===== src/rtl/pid_controller_timestamped_macros.svh =====
// Assertion macros for the timestamped PID controller.
// Used by files under rtl; no dependencies.
`ifndef PID_CONTROLLER_TIMESTAMPED_MACROS_SVH
`define PID_CONTROLLER_TIMESTAMPED_MACROS_SVH
`ifndef NO_ASSERTIONS
`define PID_ASSERT(lbl, clk, rst_n, prop, msg) \
  lbl: assert property (@(posedge clk) disable iff (!rst_n) prop) else $error(msg);
`define PID_ASSERT_RST(lbl, clk, prop, msg) \
  lbl: assert property (@(posedge clk) prop) else $error(msg);
`else
`define PID_ASSERT(lbl, clk, rst_n, prop, msg)
`define PID_ASSERT_RST(lbl, clk, prop, msg)
`endif
`endif


===== src/rtl/pidts_pkg.sv =====
// Package for the timestamped PID controller: widths, register indexes,
// controller/datapath command and status types. No dependencies.
`default_nettype none
package pidts_pkg;
  localparam int unsigned DefFracBits = 16;
  localparam int unsigned DataW = 32;
  localparam int unsigned EpsW = 31;
  localparam int unsigned CfgIdxW = 3;

  localparam logic [CfgIdxW-1:0] RegPropGain = 3'd0;
  localparam logic [CfgIdxW-1:0] RegIntegGain = 3'd1;
  localparam logic [CfgIdxW-1:0] RegDerivGain = 3'd2;
  localparam logic [CfgIdxW-1:0] RegIntegMin = 3'd3;
  localparam logic [CfgIdxW-1:0] RegIntegMax = 3'd4;
  localparam logic [CfgIdxW-1:0] RegDeadband = 3'd5;

  localparam logic OpCompute = 1'b0;
  localparam logic OpClear = 1'b1;

  typedef enum logic [3:0] {
    CmdNone, CmdLoad, CmdMulP, CmdMulDead, CmdMulInt, CmdInteg,
    CmdMulI, CmdMulD, CmdDivStart, CmdFinish
  } cmd_e;

  typedef struct packed {
    cmd_e cmd;
  } ctl_t;

  typedef struct packed {
    logic mul_done;
    logic div_done;
    logic dt_zero;
  } sts_t;
endpackage
`default_nettype wire


===== src/rtl/pidts_if.sv =====
// Valid/ready channel interfaces for the timestamped PID controller.
// Depends on pidts_pkg.
`default_nettype none
interface pidts_in_if;
  logic valid;
  logic ready;
  logic op;
  logic signed [31:0] target;
  logic signed [31:0] measured;
  logic [31:0] time_stamp;
  modport source (output valid, op, target, measured, time_stamp, input ready);
  modport sink (input valid, op, target, measured, time_stamp, output ready);
endinterface

interface pidts_out_if;
  logic valid;
  logic ready;
  logic signed [31:0] drive;
  logic computed;
  logic zero_interval;
  modport source (output valid, drive, computed, zero_interval, input ready);
  modport sink (input valid, drive, computed, zero_interval, output ready);
endinterface
`default_nettype wire


===== src/rtl/pid_controller_timestamped.sv =====
// Top level of the timestamped PID controller with integral clamp.
// Depends on pidts_pkg, pidts_if, pidts_ctrl, pidts_datapath.
`default_nettype none
// Timestamped PID controller, signed fixed point with FracBits fraction bits.
// A compute transaction carries setpoint, measurement and a tick stamp; the
// first one after reset only records the sample. Later ones return
// kp*e + ki*I + kd*(e-e_prev)/dt, saturated to 32 bits, with I clamped to
// [integ_min, integ_max] and zeroed inside the deadband. A clear transaction
// zeroes I only and returns drive 0. One transaction at a time: a compute
// with nonzero dt makes five passes of the shared radix-4 multiplier, then
// a bit-serial divide and a finish step; with dt zero the divide is
// skipped; clear and first-sample transactions go straight from idle to
// the output state. The output register holds a result until taken and no
// new transaction is accepted meanwhile; the user must make config writes
// only when idle, which the block itself does not enforce.
module pid_controller_timestamped #(
  parameter int unsigned FracBits = pidts_pkg::DefFracBits
) (
  input  wire logic                          clk_i,
  input  wire logic                          rst_ni,
  input  wire logic                          cfg_we_i,
  input  wire logic [pidts_pkg::CfgIdxW-1:0] cfg_idx_i,
  input  wire logic [31:0]                   cfg_data_i,
  pidts_in_if.sink                           in_if,
  pidts_out_if.source                        out_if
);
  import pidts_pkg::*;
  ctl_t ctl;
  sts_t sts;
  logic computed;
  logic have_prev_q;

  // tracks the recorded first sample for the controller
  always_ff @(posedge clk_i or negedge rst_ni) begin
    if (!rst_ni) have_prev_q <= 1'b0;
    else if (ctl.cmd == CmdLoad && in_if.op == OpCompute) have_prev_q <= 1'b1;
  end

  pidts_ctrl u_ctrl (
    .clk_i, .rst_ni,
    .in_valid_i(in_if.valid), .in_ready_o(in_if.ready), .in_op_i(in_if.op),
    .have_prev_i(have_prev_q),
    .out_valid_o(out_if.valid), .out_ready_i(out_if.ready),
    .sts_i(sts), .ctl_o(ctl)
  );

  pidts_datapath #(.FracBits(FracBits)) u_dp (
    .clk_i, .rst_ni, .cfg_we_i, .cfg_idx_i, .cfg_data_i,
    .op_i(in_if.op), .target_i(in_if.target), .measured_i(in_if.measured),
    .stamp_i(in_if.time_stamp), .ctl_i(ctl), .sts_o(sts),
    .drive_o(out_if.drive), .computed_o(computed), .zero_o(out_if.zero_interval)
  );
  assign out_if.computed = computed;
endmodule
`default_nettype wire


===== src/rtl/pidts_mul.sv =====
// Sequential signed 33x33 multiplier, two bits per cycle (radix-4 shift-add).
// Depends on pidts_pkg only for style consistency.
`default_nettype none
module pidts_mul (
  input  wire logic               clk_i,
  input  wire logic               rst_ni,
  input  wire logic               start_i,
  input  wire logic signed [32:0] a_i,
  input  wire logic signed [32:0] b_i,
  output logic                    done_o,
  output logic signed [65:0]      p_o
);
  import pidts_pkg::*;
  logic [32:0] mag_a_q, mag_a_d;
  logic [32:0] mag_b_q, mag_b_d;
  logic [65:0] acc_q, acc_d;
  logic        neg_q, neg_d;
  logic [4:0]  cnt_q, cnt_d;
  logic        busy_q, busy_d;
  logic        done_q, done_d;
  logic [65:0] step;

  always_comb begin
    step = 66'(mag_a_q) * 66'(mag_b_q[1:0]);
    mag_a_d = mag_a_q;
    mag_b_d = mag_b_q;
    acc_d = acc_q;
    neg_d = neg_q;
    cnt_d = cnt_q;
    busy_d = busy_q;
    done_d = 1'b0;
    if (start_i) begin
      mag_a_d = a_i[32] ? 33'(-a_i) : 33'(a_i);
      mag_b_d = b_i[32] ? 33'(-b_i) : 33'(b_i);
      neg_d = a_i[32] ^ b_i[32];
      acc_d = '0;
      cnt_d = '0;
      busy_d = 1'b1;
    end else if (busy_q) begin
      acc_d = acc_q + (step << {cnt_q, 1'b0});
      mag_b_d = mag_b_q >> 2;
      cnt_d = cnt_q + 5'd1;
      if (cnt_q == 5'd16) begin
        busy_d = 1'b0;
        done_d = 1'b1;
      end
    end
  end

  always_ff @(posedge clk_i or negedge rst_ni) begin
    if (!rst_ni) begin
      busy_q <= 1'b0;
      done_q <= 1'b0;
      cnt_q <= '0;
    end else begin
      busy_q <= busy_d;
      done_q <= done_d;
      cnt_q <= cnt_d;
    end
  end

  always_ff @(posedge clk_i) begin
    mag_a_q <= mag_a_d;
    mag_b_q <= mag_b_d;
    acc_q <= acc_d;
    neg_q <= neg_d;
  end

  assign done_o = done_q;
  assign p_o = neg_q ? -$signed(acc_q) : $signed(acc_q);
endmodule
`default_nettype wire


===== src/rtl/pidts_div.sv =====
// Sequential restoring divider: 66-bit signed dividend by 32-bit unsigned
// divisor, quotient truncated toward zero, one bit per cycle.
`default_nettype none
module pidts_div (
  input  wire logic               clk_i,
  input  wire logic               rst_ni,
  input  wire logic               start_i,
  input  wire logic signed [65:0] num_i,
  input  wire logic [31:0]        den_i,
  output logic                    done_o,
  output logic signed [65:0]      quo_o
);
  import pidts_pkg::*;
  logic [65:0] quo_q, quo_d;
  logic [32:0] rem_q, rem_d;
  logic [31:0] den_q, den_d;
  logic        neg_q, neg_d;
  logic [6:0]  cnt_q, cnt_d;
  logic        busy_q, busy_d;
  logic        done_q, done_d;
  logic [32:0] trial;

  always_comb begin
    quo_d = quo_q;
    rem_d = rem_q;
    den_d = den_q;
    neg_d = neg_q;
    cnt_d = cnt_q;
    busy_d = busy_q;
    done_d = 1'b0;
    trial = {rem_q[31:0], quo_q[65]};
    if (start_i) begin
      quo_d = num_i[65] ? 66'(-num_i) : 66'(num_i);
      rem_d = '0;
      den_d = den_i;
      neg_d = num_i[65];
      cnt_d = '0;
      busy_d = 1'b1;
    end else if (busy_q) begin
      if (trial >= {1'b0, den_q}) begin
        rem_d = trial - {1'b0, den_q};
        quo_d = {quo_q[64:0], 1'b1};
      end else begin
        rem_d = trial;
        quo_d = {quo_q[64:0], 1'b0};
      end
      cnt_d = cnt_q + 7'd1;
      if (cnt_q == 7'd65) begin
        busy_d = 1'b0;
        done_d = 1'b1;
      end
    end
  end

  always_ff @(posedge clk_i or negedge rst_ni) begin
    if (!rst_ni) begin
      busy_q <= 1'b0;
      done_q <= 1'b0;
      cnt_q <= '0;
    end else begin
      busy_q <= busy_d;
      done_q <= done_d;
      cnt_q <= cnt_d;
    end
  end

  always_ff @(posedge clk_i) begin
    quo_q <= quo_d;
    rem_q <= rem_d;
    den_q <= den_d;
    neg_q <= neg_d;
  end

  assign done_o = done_q;
  assign quo_o = neg_q ? -$signed(quo_q) : $signed(quo_q);
endmodule
`default_nettype wire


===== src/rtl/pidts_datapath.sv =====
// Datapath: config registers, controller state, shared multiplier and
// divider, term accumulation. Depends on pidts_pkg, pidts_mul, pidts_div.
`default_nettype none
`include "pid_controller_timestamped_macros.svh"
module pidts_datapath #(
  parameter int unsigned FracBits = pidts_pkg::DefFracBits
) (
  input  wire logic                          clk_i,
  input  wire logic                          rst_ni,
  input  wire logic                          cfg_we_i,
  input  wire logic [pidts_pkg::CfgIdxW-1:0] cfg_idx_i,
  input  wire logic [31:0]                   cfg_data_i,
  input  wire logic                          op_i,
  input  wire logic signed [31:0]            target_i,
  input  wire logic signed [31:0]            measured_i,
  input  wire logic [31:0]                   stamp_i,
  input  wire pidts_pkg::ctl_t               ctl_i,
  output pidts_pkg::sts_t                    sts_o,
  output logic signed [31:0]                 drive_o,
  output logic                               computed_o,
  output logic                               zero_o
);
  import pidts_pkg::*;
  localparam logic signed [65:0] DLim = 66'sd1 <<< 60;

  logic signed [31:0] kp_q, ki_q, kd_q, imin_q, imax_q;
  logic [30:0]        eps_q;
  logic               have_prev_q;
  logic signed [31:0] prev_err_q, integ_q;
  logic [31:0]        prev_stamp_q;
  logic signed [31:0] err_q;
  logic [31:0]        dt_q;
  logic               op_q;
  logic signed [65:0] sum_q;
  logic               dead_q;
  logic signed [31:0] drive_q;
  logic               computed_q, zero_q;

  logic               mul_start, div_start;
  logic signed [32:0] mul_a, mul_b;
  logic signed [65:0] mul_p, div_q;
  logic               mul_done, div_done;
  logic signed [32:0] diff_raw;
  logic signed [31:0] err_sat;
  logic signed [65:0] ishift, iacc, dlim, total;
  logic [63:0]        mag;

  assign diff_raw = 33'(target_i) - 33'(measured_i);
  always_comb begin
    if (diff_raw > 33'sh0_7FFF_FFFF) err_sat = 32'sh7FFF_FFFF;
    else if (diff_raw < -33'sh0_8000_0000) err_sat = 32'sh8000_0000;
    else err_sat = diff_raw[31:0];
  end

  pidts_mul u_mul (
    .clk_i, .rst_ni, .start_i(mul_start), .a_i(mul_a), .b_i(mul_b),
    .done_o(mul_done), .p_o(mul_p)
  );
  pidts_div u_div (
    .clk_i, .rst_ni, .start_i(div_start), .num_i(mul_p), .den_i(dt_q),
    .done_o(div_done), .quo_o(div_q)
  );

  always_comb begin
    mul_start = 1'b0;
    mul_a = 33'(kp_q);
    mul_b = 33'(err_q);
    div_start = 1'b0;
    case (ctl_i.cmd)
      CmdMulP: mul_start = 1'b1;
      CmdMulDead: begin
        mul_start = 1'b1;
        mul_a = $signed({2'b00, eps_q});
        mul_b = $signed({1'b0, dt_q});
      end
      CmdMulInt: begin
        mul_start = 1'b1;
        mul_a = 33'(err_q);
        mul_b = $signed({1'b0, dt_q});
      end
      CmdMulI: begin
        mul_start = 1'b1;
        mul_a = 33'(ki_q);
        mul_b = 33'(integ_q);
      end
      CmdMulD: begin
        mul_start = 1'b1;
        mul_a = 33'(kd_q);
        mul_b = 33'(err_q) - 33'(prev_err_q);
      end
      CmdDivStart: div_start = 1'b1;
      default: ;
    endcase
  end

  assign mag = 64'(err_q[31] ? 33'(-33'(err_q)) : 33'(err_q)) << FracBits;
  assign ishift = mul_p >>> FracBits;
  assign iacc = 66'(integ_q) + ishift;
  assign dlim = (div_q > DLim) ? DLim : ((div_q < -DLim) ? -DLim : div_q);
  // derivative term is zero when the interval is zero
  assign total = sum_q + ((dt_q == '0) ? 66'sd0 : dlim);

  always_ff @(posedge clk_i or negedge rst_ni) begin
    if (!rst_ni) begin
      kp_q <= '0; ki_q <= '0; kd_q <= '0;
      imin_q <= 32'sh8000_0000; imax_q <= 32'sh7FFF_FFFF; eps_q <= '0;
      have_prev_q <= 1'b0; prev_err_q <= '0; prev_stamp_q <= '0; integ_q <= '0;
      computed_q <= 1'b0; zero_q <= 1'b0; drive_q <= '0;
    end else begin
      if (cfg_we_i) begin
        case (cfg_idx_i)
          RegPropGain: kp_q <= cfg_data_i;
          RegIntegGain: ki_q <= cfg_data_i;
          RegDerivGain: kd_q <= cfg_data_i;
          RegIntegMin: imin_q <= cfg_data_i;
          RegIntegMax: imax_q <= cfg_data_i;
          RegDeadband: eps_q <= cfg_data_i[30:0];
          default: ;
        endcase
      end
      case (ctl_i.cmd)
        CmdLoad: begin
          drive_q <= '0; computed_q <= 1'b0; zero_q <= 1'b0;
          if (op_i == OpClear) integ_q <= '0;
          else if (!have_prev_q) begin
            have_prev_q <= 1'b1;
            prev_err_q <= err_sat;
            prev_stamp_q <= stamp_i;
          end
        end
        CmdInteg: begin
          if (!dead_q) integ_q <= '0;
          else if (iacc < 66'(imin_q)) integ_q <= (imin_q > imax_q) ? imax_q : imin_q;
          else if (iacc > 66'(imax_q)) integ_q <= imax_q;
          else integ_q <= iacc[31:0];
        end
        CmdFinish: begin
          prev_err_q <= err_q;
          prev_stamp_q <= prev_stamp_q + dt_q;
          computed_q <= 1'b1;
          zero_q <= (dt_q == '0);
          if (total > 66'sh0_7FFF_FFFF) drive_q <= 32'sh7FFF_FFFF;
          else if (total < -66'sh0_8000_0000) drive_q <= 32'sh8000_0000;
          else drive_q <= total[31:0];
        end
        default: ;
      endcase
    end
  end

  always_ff @(posedge clk_i) begin
    case (ctl_i.cmd)
      CmdLoad: begin
        err_q <= err_sat;
        dt_q <= stamp_i - prev_stamp_q;
        op_q <= op_i;
      end
      CmdMulDead: sum_q <= mul_p >>> FracBits;
      CmdMulInt: dead_q <= $unsigned(mul_p[63:0]) < mag;
      CmdMulD: sum_q <= sum_q + (mul_p >>> FracBits);
      CmdDivStart: if (dt_q == '0) sum_q <= sum_q;
      default: ;
    endcase
  end

  assign sts_o.mul_done = mul_done;
  assign sts_o.div_done = div_done;
  assign sts_o.dt_zero = (dt_q == '0) || op_q == OpClear;
  assign drive_o = drive_q;
  assign computed_o = computed_q;
  assign zero_o = zero_q;

  `PID_ASSERT(a_integ_range, clk_i, rst_ni,
    (ctl_i.cmd == CmdInteg && dead_q && imin_q <= imax_q) |=>
      (integ_q >= imin_q && integ_q <= imax_q), "integral outside clamp")
  `PID_ASSERT(a_zero_flag, clk_i, rst_ni,
    (zero_q && computed_q) |-> (dt_q == '0), "zero flag without zero interval")
  `PID_ASSERT(a_mul_div_excl, clk_i, rst_ni,
    !(mul_start && div_start), "multiplier and divider started together")
endmodule
`default_nettype wire


===== src/rtl/pidts_ctrl.sv =====
// Controller FSM sequencing the datapath per transaction.
// Depends on pidts_pkg.
`default_nettype none
`include "pid_controller_timestamped_macros.svh"
module pidts_ctrl (
  input  wire logic            clk_i,
  input  wire logic            rst_ni,
  input  wire logic            in_valid_i,
  output logic                 in_ready_o,
  input  wire logic            in_op_i,
  input  wire logic            have_prev_i,
  output logic                 out_valid_o,
  input  wire logic            out_ready_i,
  input  wire pidts_pkg::sts_t sts_i,
  output pidts_pkg::ctl_t      ctl_o
);
  import pidts_pkg::*;
  typedef enum logic [3:0] {
    StIdle, StP, StPw, StDead, StDeadw, StInt, StIntw, StI, StIw, StD, StDw,
    StDiv, StDivw, StFin, StOut
  } state_e;
  state_e state_q;
  logic   out_valid_q;

  always_ff @(posedge clk_i or negedge rst_ni) begin
    if (!rst_ni) begin
      state_q <= StIdle;
      out_valid_q <= 1'b0;
    end else begin
      if (out_valid_q && out_ready_i) out_valid_q <= 1'b0;
      case (state_q)
        StIdle: if (in_valid_i && !out_valid_q) begin
          if (in_op_i == OpClear || !have_prev_i) begin
            state_q <= StOut;
          end else begin
            state_q <= StP;
          end
        end
        StP: state_q <= StPw;
        StPw: if (sts_i.mul_done) state_q <= StDead;
        StDead: state_q <= StDeadw;
        StDeadw: if (sts_i.mul_done) state_q <= StInt;
        StInt: state_q <= StIntw;
        StIntw: if (sts_i.mul_done) state_q <= StI;
        StI: state_q <= StIw;
        StIw: if (sts_i.mul_done) state_q <= StD;
        StD: state_q <= StDw;
        StDw: if (sts_i.mul_done) state_q <= sts_i.dt_zero ? StFin : StDiv;
        StDiv: state_q <= StDivw;
        StDivw: if (sts_i.div_done) state_q <= StFin;
        StFin: state_q <= StOut;
        StOut: begin
          out_valid_q <= 1'b1;
          state_q <= StIdle;
        end
        default: state_q <= StIdle;
      endcase
    end
  end

  always_comb begin
    ctl_o.cmd = CmdNone;
    case (state_q)
      StIdle: if (in_valid_i && !out_valid_q) ctl_o.cmd = CmdLoad;
      StP: ctl_o.cmd = CmdMulP;
      StDead: ctl_o.cmd = CmdMulDead;
      StInt: ctl_o.cmd = CmdMulInt;
      StIntw: if (sts_i.mul_done) ctl_o.cmd = CmdInteg;
      StI: ctl_o.cmd = CmdMulI;
      StD: ctl_o.cmd = CmdMulD;
      StDiv: ctl_o.cmd = CmdDivStart;
      StFin: ctl_o.cmd = CmdFinish;
      default: ;
    endcase
  end

  assign in_ready_o = (state_q == StIdle) && !out_valid_q;
  assign out_valid_o = out_valid_q;

  `PID_ASSERT(a_no_accept_busy, clk_i, rst_ni,
    (state_q != StIdle) |-> !in_ready_o, "accept while busy")
  `PID_ASSERT_RST(a_reset_idle, clk_i,
    !rst_ni |=> (state_q == StIdle), "not idle after reset")
endmodule
`default_nettype wire


===== src/flat_wrapper.sv =====
// flat-port wrapper written by rule: the top's interface ports become plain ports
module pid_controller_timestamped_flat import pidts_pkg::*;
#(
  parameter int unsigned FracBits = pidts_pkg::DefFracBits
)
  (clk_i, rst_ni, cfg_we_i, cfg_idx_i, cfg_data_i, in_if_valid, in_if_op, in_if_target, in_if_measured, in_if_time_stamp, in_if_ready, out_if_valid, out_if_drive, out_if_computed, out_if_zero_interval, out_if_ready);
  pidts_in_if in_if_i ();
  pidts_out_if out_if_i ();
  input  wire logic clk_i;
  input  wire logic rst_ni;
  input  wire logic cfg_we_i;
  input  wire logic [pidts_pkg::CfgIdxW-1:0] cfg_idx_i;
  input  wire logic [31:0] cfg_data_i;
  input wire logic [$bits(in_if_i.valid)-1:0] in_if_valid;
  input wire logic [$bits(in_if_i.op)-1:0] in_if_op;
  input wire logic [$bits(in_if_i.target)-1:0] in_if_target;
  input wire logic [$bits(in_if_i.measured)-1:0] in_if_measured;
  input wire logic [$bits(in_if_i.time_stamp)-1:0] in_if_time_stamp;
  output wire logic [$bits(in_if_i.ready)-1:0] in_if_ready;
  output wire logic [$bits(out_if_i.valid)-1:0] out_if_valid;
  output wire logic [$bits(out_if_i.drive)-1:0] out_if_drive;
  output wire logic [$bits(out_if_i.computed)-1:0] out_if_computed;
  output wire logic [$bits(out_if_i.zero_interval)-1:0] out_if_zero_interval;
  input wire logic [$bits(out_if_i.ready)-1:0] out_if_ready;
  assign in_if_i.valid = in_if_valid;
  assign in_if_i.op = in_if_op;
  assign in_if_i.target = in_if_target;
  assign in_if_i.measured = in_if_measured;
  assign in_if_i.time_stamp = in_if_time_stamp;
  assign in_if_ready = in_if_i.ready;
  assign out_if_valid = out_if_i.valid;
  assign out_if_drive = out_if_i.drive;
  assign out_if_computed = out_if_i.computed;
  assign out_if_zero_interval = out_if_i.zero_interval;
  assign out_if_i.ready = out_if_ready;
  pid_controller_timestamped #(.FracBits(FracBits)) u_core (.clk_i(clk_i), .rst_ni(rst_ni), .cfg_we_i(cfg_we_i), .cfg_idx_i(cfg_idx_i), .cfg_data_i(cfg_data_i), .in_if(in_if_i), .out_if(out_if_i));
endmodule

===== config.mk =====
export PLATFORM = sky130hd
export DESIGN_NAME = pid_controller_timestamped_flat
export DESIGN_NICKNAME = d
export VERILOG_FILES = /design/src/rtl/pidts_pkg.sv /design/src/rtl/pidts_if.sv /design/src/rtl/pid_controller_timestamped.sv /design/src/rtl/pidts_mul.sv /design/src/rtl/pidts_div.sv /design/src/rtl/pidts_datapath.sv /design/src/rtl/pidts_ctrl.sv /design/src/flat_wrapper.sv
export VERILOG_INCLUDE_DIRS = /design/src /design/src/rtl
export SDC_FILE = /design/constraint.sdc
export NUM_CORES = 2
export LEC_CHECK = 0
export BUFFER_PORTS_ARGS = -buffer_cell sky130_fd_sc_hd__buf_2
export CAP_MARGIN = 20
export CORE_UTILIZATION = 56
export DETAILED_ROUTE_END_ITERATION = 16
export PLACE_DENSITY = 0.72
export SLEW_MARGIN = 20
export SYNTH_ARGS = -nofsm -noshare
export SYNTH_HDL_FRONTEND = slang
export SYNTH_SLANG_ARGS = --single-unit

===== constraint.sdc =====
create_clock -name clk_i -period 19.35 [get_ports clk_i]
set_input_delay 0.9675 -clock clk_i [delete_from_list [all_inputs] [get_ports clk_i]]
set_output_delay 0.9675 -clock clk_i [all_outputs]
set_load 0.02 [all_outputs]

==> results.txt <==
----------------------------------------------------
[Detailed routing]
  DRC Markers ... 0
  Total detailed-routing wirelength ... between 200,000 and 250,000 um
  DR iter-0 viols ... 6,906
  Vias ... 65,900
  Number of nets still failing antenna checks after routing ... 0
  Number of detailed-route iterations in the first pass ... 9
  Post-DR wirelength/cell ... 23.7 um
  Via density ... 6.55

[Yosys]
  Share of synthesized registers carrying an async set or reset ... 0.464
  Post-Synth XOR/XNOR Area ... 0.0783
  Library cell occupying the most area in the post-synthesis netlist ... sky130_fd_sc_hd__edfxtp_1
  Yosys synthesis warning count ... 0
  Fraction of synthesized area in multiplexers ... 0.0498
  Fraction of the mapped netlist area in simple logic gates ... 0.191
  Post-Synthesis Mean Instance Area ... 8.25 um^2
  Ys flop type ... sky130_fd_sc_hd__dfrtp_1
  Count of mapped cells out of synthesis ... 8,396
  Share of the synthesized area in the top cell type ... 0.129
  Synth Area in Compound Gates ... 0.234
  Post-Synthesis Cell Area ... 69,200 um^2
  #FFs+latches synth ... 739
  Number of library cell types mapped by synthesis ... 97
  Post-synthesis sequential area ratio ... 0.282
  Biggest area contributors in the synthesized netlist ... sky130_fd_sc_hd__edfxtp_1 13%, sky130_fd_sc_hd__ha_1 11%, sky130_fd_sc_hd__dfrtp_1 11%
  Share of synthesized cell area in full adder, half adder and majority cells ... 0.119
  Main combinational cell family by area after synthesis ... compound AO/OA/AOI/OAI gates
  Number of synthesized flops with an enable pin ... 298

[Die]
  Die outline area ... about 130,000 um^2
  Core ar. ... about 120,000 um^2
  Row cnt ... 128
  Starting utilization of the core area ... 0.567
  DIE WIDTH ... 354 um
  Boundary Pins ... 173
  Chip Height ... 354 um

[Clock network]
  Post-CTS Resized ... 0
  Worst-skew pair later-pin latency ... between 0.7 and 0.8 ns
  CTS Buf Count ... 89
  CTS root buf ... sky130_fd_sc_hd__clkbuf_16
  Number of clock sinks ... 739
  Setup Fix Bufs, Post-CTS ... 0
  Clock transition at path regs ... around 0.06 ns
  H-tree depth ... 3
  CTS tree ... done
  CTS hold repair buffers ... 0
  Bufs on Longest Clock Path ... 3

[Critical path]
  Cell depth of the worst setup path ... 28
  Worst Setup Path Type ... reg2reg
  Crit. Startpoint ... u_core.u_dp.u_div.quo_q[1]$_DFFE_PP_
  Largest incremental delay on the critical path ... roughly 0.77 ns
  Data arrival time of the worst path ... ~11 ns
  Number of cells on the worst reg-to-reg path ... 28
  Kind of start point of the critical path ... register
  Cell family contributing the most delay on the critical path ... compound AO/OA/AOI/OAI gates
  Crit path buf inv count ... 2
  Crit end category ... register
  Most prevalent standard cell on the critical path ... sky130_fd_sc_hd__a31oi_1
  Worst path required time ... 19.93 ns
  Reg-to-Reg Start ... u_core.u_dp.u_div.quo_q[1]$_DFFE_PP_
  Critical-path cell with the highest stage delay ... sky130_fd_sc_hd__or3_1
  Largest driver fanout on the critical path ... 60

[Placement]
  Final weighted congestion of routability-driven global placement ... 1.02
  HPWL after DPL ... 183,000 um
  Cell area after placement ... 71,600 um^2
  Number of buffer cells added on primary ports ... 172

[Timing]
  Summed negative setup slack over all endpoints ... 0 ns
  Setup repair after global routing missed its margin ... false
  Post-route clock period utilization ... 0.536
  Fin Clk Skew ... 0.0727 ns
  Slew at the pin closest to its max-slew limit ... 1.15 ns
  Fmax achieved ... roughly 96 MHz
  Headroom to the max-slew limit ... 0.223
  Count of final max-slew check failures ... 0
  Final Setup Violations ... 0
  Crit path time final ... just over 10 ns
  Count of final hold-check violations ... 0

[GRT]
  Global router's overall resource usage ... 0.367
  Congestion Overflow GR ... 0
  Maximum number of pins on one net before global-route repair ... 187
  Initial antenna violation count ... 10
  Number of global-route vias before repair ... 60,200
  First-pass GRT wire length ... about 360,000 um

[Min path]
  Path category of the worst min-delay check ... in2async

[Cells and area]
  Final instance area ... about 75,000 um^2
  Number of fillers in the final layout ... 10,800
  Share of final-layout standard cells stronger than drive strength 1 ... 0.0929
  Most used cells in the layout excluding fill and tap cells ... 747 x sky130_fd_sc_hd__nor2_1, 714 x sky130_fd_sc_hd__nand2_1, 653 x sky130_fd_sc_hd__a21oi_1
  Commonest non-fill, non-tap cell in the layout ... sky130_fd_sc_hd__nor2_1
  P&R area growth vs syn ... 7.85%
  Number of nets at the end of the flow ... 9,127

[Status]
  Outcome ... finished, final reports clean

[Flow run]
  Number of max-capacitance violations reported ... 0

----------------------------------------------------
worst paths after layout:
check | endpoint | slack, ns
worst max-delay path | u_core.u_dp.drive_o[5]$_DFFE_PN0P_ | 8.98
min in group clk_i | u_core.u_ctrl.out_valid_o$_DFFE_PN0P_ | 0.44
worst min-delay path | u_core.u_dp.u_mul.cnt_q[3]$_DFFE_PN0P_ | 0.22
worst max register to register | u_core.u_dp.drive_o[5]$_DFFE_PN0P_ | 8.98
worst min register to register | u_core.u_dp.u_div.rem_q[19]$_SDFFE_PP0P_ | 0.48
max in group asynchronous | u_core.u_dp.prev_stamp_q[15]$_DFFE_PN0P_ | 16.95
stage by stage:
step,setup slack [ns],util,std cells,hold WS [ns]
6_report,8.98,0.611,10100,0.220
5_1_grt,8.24,0.611,10100,0.248
4_1_cts,9.13,0.611,10100,0.200
3_5_place_dp,9.20,0.586,9887,0.468
3_3_place_gp,9.35,0.586,9887,0.463
2_1_floorplan,10.77,-,8411,0.445
worst register-to-register path: cells and delay by family (launching register included):
family	cells	cell delay (ns)
xor+xnor	1	0.62
buf+inv	2	0.43
simple gates	9	3.76
flops	1	0.46
fa+ha+maj	2	0.68
compound gates	14	4.34
Yosys cell counts, types with 94 or more instances:
master,instances
sky130_fd_sc_hd__ha_1,626
sky130_fd_sc_hd__nand2b_1,98
sky130_fd_sc_hd__clkbuf_1,360
sky130_fd_sc_hd__a21o_1,253
sky130_fd_sc_hd__a31oi_1,109
sky130_fd_sc_hd__xnor2_1,365
sky130_fd_sc_hd__mux2i_1,106
sky130_fd_sc_hd__edfxtp_1,298
sky130_fd_sc_hd__dfxtp_1,98
sky130_fd_sc_hd__a211oi_1,99
sky130_fd_sc_hd__nor2_1,750
sky130_fd_sc_hd__dfrtp_1,311
sky130_fd_sc_hd__a21oi_1,654
sky130_fd_sc_hd__inv_1,397
sky130_fd_sc_hd__and2_1,119
sky130_fd_sc_hd__nand2_1,715
sky130_fd_sc_hd__nor2b_1,103
sky130_fd_sc_hd__o21a_1,94
sky130_fd_sc_hd__nor3_1,216
sky130_fd_sc_hd__o21ai_0,592
sky130_fd_sc_hd__mux2_2,198
sky130_fd_sc_hd__nand4_1,116
sky130_fd_sc_hd__or3_1,95
sky130_fd_sc_hd__nand3_1,188
sky130_fd_sc_hd__o31ai_1,100
sky130_fd_sc_hd__xor2_1,254
state kept, by name, summed over array words and instances (netlist names), 4 cells and up:
name / flops
u_core.u_dp.u_mul.cnt_q: 5
u_core.u_dp.prev_stamp_q: 32
u_core.u_dp.u_mul.mag_b_q: 33
u_core.u_dp.err_q: 32
u_core.u_dp.integ_q: 32
u_core.u_dp.sum_q: 66
u_core.u_dp.dt_q: 32
u_core.u_dp.imin_q: 32
u_core.u_dp.prev_err_q: 32
u_core.u_dp.drive_o: 32
u_core.u_dp.imax_q: 32
u_core.u_dp.kp_q: 32
u_core.u_dp.u_div.quo_q: 66
u_core.u_ctrl.state_q: 4
u_core.u_dp.u_div.den_q: 32
u_core.u_dp.kd_q: 32
u_core.u_dp.u_mul.acc_q: 66
u_core.u_dp.eps_q: 31
u_core.u_dp.ki_q: 32
u_core.u_dp.u_div.cnt_q: 7
u_core.u_dp.u_div.rem_q: 32
u_core.u_dp.u_mul.mag_a_q: 33
cell families (layout without fill, tap and decap cells):
kind of cell,Yosys count,after routing
AOI/OAI and AO/OA,2509,2509
xor gates and xnor gates,619,619
adders and majority gates,655,655
buffers and inverters,836,855
DFF,739,739
muxes,311,311
other,2,26
and+or+nand+nor,2725,2725
per-layer routing:
metal	vias to the layer above	global-route usage	routed length [um]	part of all wire
li1	30800	-	-	-
met1	31500	0.504	101000	0.42
met2	3067	0.552	102000	0.43
met3	521	0.0682	22100	0.093
met4	4	0.182	13300	0.056
met5	-	0	27	0.00011
area by class of cell:
| cell class | instances | area [um^2] | area share |
|---|---|---|---|
| multi-input combinational | 6836 | 46800 | 0.626 |
| clock buffer | 119 | 2520 | 0.0338 |
| timing repair buffer | 289 | 1760 | 0.0236 |
| inverter | 399 | 1500 | 0.0201 |
| sequential | 739 | 19500 | 0.262 |
| antenna | 9 | 22.5 | 0.000302 |
| clock inverter | 48 | 523 | 0.00700 |
| tap | 1625 | 2030 | 0.0272 |
Power is not shown: default switching activity piles up to over one toggle a cycle in this logic, so the estimate is an artifact.
